--- src/rtl/hajf_ram.sv ---
// hajf_ram: generic simple dual-port ram, one write and one registered read port
// no dependencies

module hajf_ram #(
   parameter int WIDTH = 8,
   parameter int DEPTH = 16,
   parameter int ADDR_W = $clog2(DEPTH)
) (
   input  logic              clock,
   input  logic              wr_en,
   input  logic [ADDR_W-1:0] wr_addr,
   input  logic [WIDTH-1:0]  wr_data,
   input  logic [ADDR_W-1:0] rd_addr,
   output logic [WIDTH-1:0]  rd_data
);

   logic [WIDTH-1:0] mem_ff [DEPTH];
   logic [WIDTH-1:0] rd_data_ff;

   // write port
   always_ff @(posedge clock) begin
      if (wr_en) begin
         mem_ff[wr_addr] <= wr_data;
      end
   end

   // registered read
   always_ff @(posedge clock) begin
      rd_data_ff <= mem_ff[rd_addr];
   end

   assign rd_data = rd_data_ff;

endmodule

--- config.mk ---
export PLATFORM = sky130hd
export DESIGN_NAME = hajf_ram
export DESIGN_NICKNAME = d
export VERILOG_FILES = /design/src/rtl/hajf_ram.sv
export SDC_FILE = /design/constraint.sdc
export NUM_CORES = 1
export LEC_CHECK = 0
export ABC_AREA = 1
export BUFFER_PORTS_ARGS = -buffer_cell sky130_fd_sc_hd__buf_2
export CORE_MARGIN = 5
export CORE_UTILIZATION = 35
export CTS_CLUSTER_DIAMETER = 30
export DETAILED_ROUTE_END_ITERATION = 7
export PLACE_DENSITY_LB_ADDON = 0.12
export SYNTH_ARGS = -nofsm -noshare
export SYNTH_HDL_FRONTEND = slang
export SYNTH_SLANG_ARGS = --single-unit
--- constraint.sdc ---
create_clock -name clock -period 1.5 [get_ports clock]
set_input_delay 0.075 -clock clock [delete_from_list [all_inputs] [get_ports clock]]
set_output_delay 0.075 -clock clock [all_outputs]
set_load 0.01 [all_outputs]
# Word-level counts from Yosys, hierarchy flattened
# Memories as Yosys holds them, arrays and structs flattened. A register that Yosys moved wholly into a read port is not among the register bits.
# Index checks and enable logic that the tools add are counted.
[op_classes] mul=0 magnitude_cmp=0 div=0 addsub=0 bitwise=0 n_shift=0 n_reduce_logical=0 mux=2 n_eq_ne=0
[ops] operator="1-bit two-way mux" count=2
[totals] inputBits=18 n_memories=1 wordCells=3 regBits=0 ramBits=128 mem_bits_ro=0 latch_bits=0 out_inout_bits=8
[memory_table] memory="mem_ff" depth=16 word_bits=8 rd=1 rd_ports_with_merged_regs=1 wr=1 line="17" rtl="logic [WIDTH-1:0] mem_ff [DEPTH];"

# Logic depth before layout (Yosys ltp)
[depth] depth_word=2 depth_mapped=8 mapped_depth_nobuf=7

# Worst setup path after synthesis
# No wires, ideal clock.
[synth_timing] path_type="input port to flip-flop" startpoint="input wr_addr[2]" endpoint="memory mem_ff[10][0], enable pin" required_time_ns=1.130 arrival_time_ns=0.656 stages=2 path_buffers=0 path_slack_ns=0.474 setup_time_ns=0.370 path_cell_list="nand3b_1 -> nor2_1"
[synth_lines] item="start: declaration" line="11" rtl="input logic [ADDR_W-1:0] wr_addr,"
[synth_lines] item="end: declaration" line="17"
# Straight into the memory's write port.

==> results.json <==
{
  "first_pass_iters": 4,
  "die_x_um": 138,
  "p_leak_uw": 0.00295,
  "gp_congestion": 0.763,
  "slew-limit-headroom": 0.714,
  "setup_violations": 0,
  "synth_area_leaders": "edfxtp_1 (67%), nand2_1 (11%), nand3_1 (8.4%)",
  "dieHeight_um": 138,
  "ant_nets": 0,
  "p_int_uw": 7150,
  "drive_gt1_frac": 0.128,
  "rr_worst_depth": 6,
  "antenna_found_initial": 0,
  "synth-compound-area-share": 0,
  "slew_viol_final": 0,
  "power_switching_uw": 1870,
  "r2r_start": "mem_ff[5][4]",
  "power.density_nw_per_um2": 1320,
  "yosysTopAreaCell": "edfxtp_1",
  "grt_pass1_wl_mm": 22.0,
  "cpPeakStageDelay_ns": 0.35,
  "grt_pass1_vias": 3657,
  "pwr-share-clk": 0.466,
  "vias": 3736,
  "min_period_ns": 1.01,
  "synth_edf_count": 128,
  "grtUsageTotal": 0.154,
  "tritoncts": "done",
  "grt_max_degree": 39,
  "rsz0062_at_grt": "false",
  "cts_buffer_depth": 2,
  "num-fill-cells": 1642,
  "cp-end-kind": "register",
  "synth_top_area_frac": 0.667,
  "portBuffers": 25,
  "r2r-end": "rd_data[4]",
  "ir_drop_mv": 0.698,
  "maxCapViolCount": 0,
  "crit_fanout": 1,
  "seqPwrFrac": 0.474,
  "synth_top_cells_by_count": "nand2_1 (173), edfxtp_1 (128), inv_1 (100), nand3_1 (97), nor2_1 (17)",
  "drc": 0,
  "hold_depth": 1,
  "antennaDiodeCount": 0,
  "drtIter0Drc": 240,
  "skew_ns": 0.00499,
  "crit_type": "register to register",
  "cts_resized": 0,
  "synthSimpleGateAreaFrac": 0.210,
  "holdBufCountCts": 0,
  "worstHoldStart": "wr_data[0]",
  "die_area_um2": 19100,
  "ys.flop_type": "edfxtp_1",
  "wl_mm": 14.2,
  "yosysUniqueCellTypes": 12,
  "syn-num-nets": 569,
  "viasPerCell": 4.50,
  "synth-xor-area-share": 0,
  "path_clk_slew_ns": 0.06,
  "start_util": 0.353,
  "yosysSeqAreaShare": 0.694,
  "synthArstFlopShare": 0,
  "synthMuxAreaShare": 0,
  "rows": 47,
  "crit_arrival_ns": 1.31,
  "synth_top_family_by_area": "simple AND/OR/NAND/NOR gates",
  "ys_warn_count": 0,
  "p_comb_frac": 0.060,
  "min_to": "mem_ff[6][0]",
  "timing_worst_slew_pin_value_ns": 0.429,
  "synth_area_um2": 5770,
  "hold_viol": 0,
  "cts_root_buffer": "clkbuf_16",
  "synth_most_common_cell": "nand2_1",
  "fmax_mhz": 988,
  "synthAdderAreaFrac": 0,
  "cts_inserted_buffers": 17,
  "start_kind": "register",
  "area_growth_pct": 18.1,
  "cts.sinks": 136,
  "r2r_slack_ns": 0.49,
  "swShare": 0.207,
  "nNetsFinal": 615,
  "crit_path_top_delay_cell": "edfxtp_1",
  "place_hpwl_mm": 8.96,
  "fin_crit_sh": 0.675,
  "layout.cells.non_filler": 830,
  "synth_area_per_cell_um2": 10.5,
  "overflow": 0,
  "status": "finished, final reports clean",
  "post_drt_wl_per_cell_um": 17.2,
  "place_inst": 798,
  "synthCells": 551,
  "io_pins": 26,
  "critPathRequiredTime_ns": 1.79,
  "cts_setup_buffers": 0,
  "core-area_um2": 16300,
  "ctsHtreeMaxLevel": 4,
  "ys_ff_latch": 136,
  "cp_cell_sequence": "inv_1 -> nand2_1 -> nand3_1 -> nand3_1 -> nand3_1 -> nand2_1",
  "hold_path.class": "input pin to register",
  "insertion_delay_ns": 0.41,
  "timing.critical_path.mode_cell": "nand3_1",
  "setup-tns-final_ns": 0
}
cells by family after synthesis:
logic type / Yosys count
AND/OR/NAND/NOR: 289
flip-flops: 136
buffers and inverters: 126
flip-flops by register name (all words and copies together), names as in the netlist:
| register | count |
|---|---|
| mem_ff | 128 |
| rd_data | 8 |
metal layers:
metal	global-route usage	part of all wire	up-vias
met2	0.230	0.45	81
met1	0.222	0.49	1780
met4	0.0437	0.011	0
met5	0	0	-
met3	0.0380	0.041	10
li1	-	-	1865
worst max path at each step:
stage / start / to / slack (ns) / cells past startpoint
3_5_place_dp: rd_addr[0] / rd_data[4] / 0.17 / 7
6_report: mem_ff[5][4] / rd_data[4] / 0.49 / 6
3_3_place_gp: rd_addr[0] / rd_data[4] / 0.21 / 7
5_1_grt: mem_ff[5][4] / rd_data[4] / 0.40 / 6
2_1_floorplan: wr_addr[2] / mem_ff[10][0] / 0.47 / 2
4_1_cts: mem_ff[5][4] / rd_data[4] / 0.45 / 6
worst max-delay path, delay by kind of cell, from the launching register on:
kind | cells | cell delay [ns]
buffers and inverters | 1 | 0.06
DFF | 1 | 0.35
and+or+nand+nor | 5 | 0.50
layout by cell type, fill, tap and decap left out:
| cell | Yosys | final |
|---|---|---|
| nand2_1 | 173 | 173 |
| clkbuf_16 | 0 | 17 |
| edfxtp_1 | 128 | 128 |
| buf_4 | 4 | 24 |
| inv_1 | 100 | 100 |
| dfxtp_1 | 8 | 8 |
| buf_2 | 13 | 25 |
| nand3_1 | 97 | 97 |
| bufinv_16 | 0 | 4 |
| clkbuf_1 | 0 | 2 |
| clkinv_2 | 0 | 4 |
| inv_2 | 2 | 2 |
| nor2_1 | 17 | 17 |
| buf_12 | 0 | 2 |
| nand3b_1 | 2 | 2 |
| clkinv_1 | 0 | 5 |
layout make-up:
| cell class | instances | area (µm²) | area share |
|---|---|---|---|
| Sequential cell | 136 | 4000 | 0.588 |
| Multi-Input combinational cell | 289 | 1210 | 0.178 |
| Inverter | 102 | 383 | 0.0562 |
| Timing Repair Buffer | 51 | 345 | 0.0507 |
| Clock inverter | 13 | 159 | 0.0233 |
| Clock buffer | 19 | 433 | 0.0635 |
| Tap cell | 220 | 275 | 0.0404 |
per-stage QoR:
| stage | utilization | hold WS (ns) | cell area, µm² | setup WS, ns | total power [µW] |
|---|---|---|---|---|---|
| 3_3_place_gp | 0.381 | 0.477 | 6220 | 0.209 | 4910 |
| 2_1_floorplan | - | 0.174 | 5770 | 0.474 | 4660 |
| 6_report | 0.417 | 0.0641 | 6810 | 0.488 | 9020 |
| 5_1_grt | 0.417 | 0.0544 | 6810 | 0.401 | 9340 |
| 3_5_place_dp | 0.381 | 0.473 | 6220 | 0.175 | 4900 |
| 4_1_cts | 0.417 | 0.0541 | 6810 | 0.446 | 9110 |
power by group through the flow:
stage,combinational (µW),sequential [µW],clock (µW)
global placement,550,4360,0
finish,539,4280,4200
global route,607,4280,4450
floorplan,300,4360,0
CTS,551,4280,4280
detailed placement,550,4360,0
Note: power is estimated with default switching activity, not from simulation.
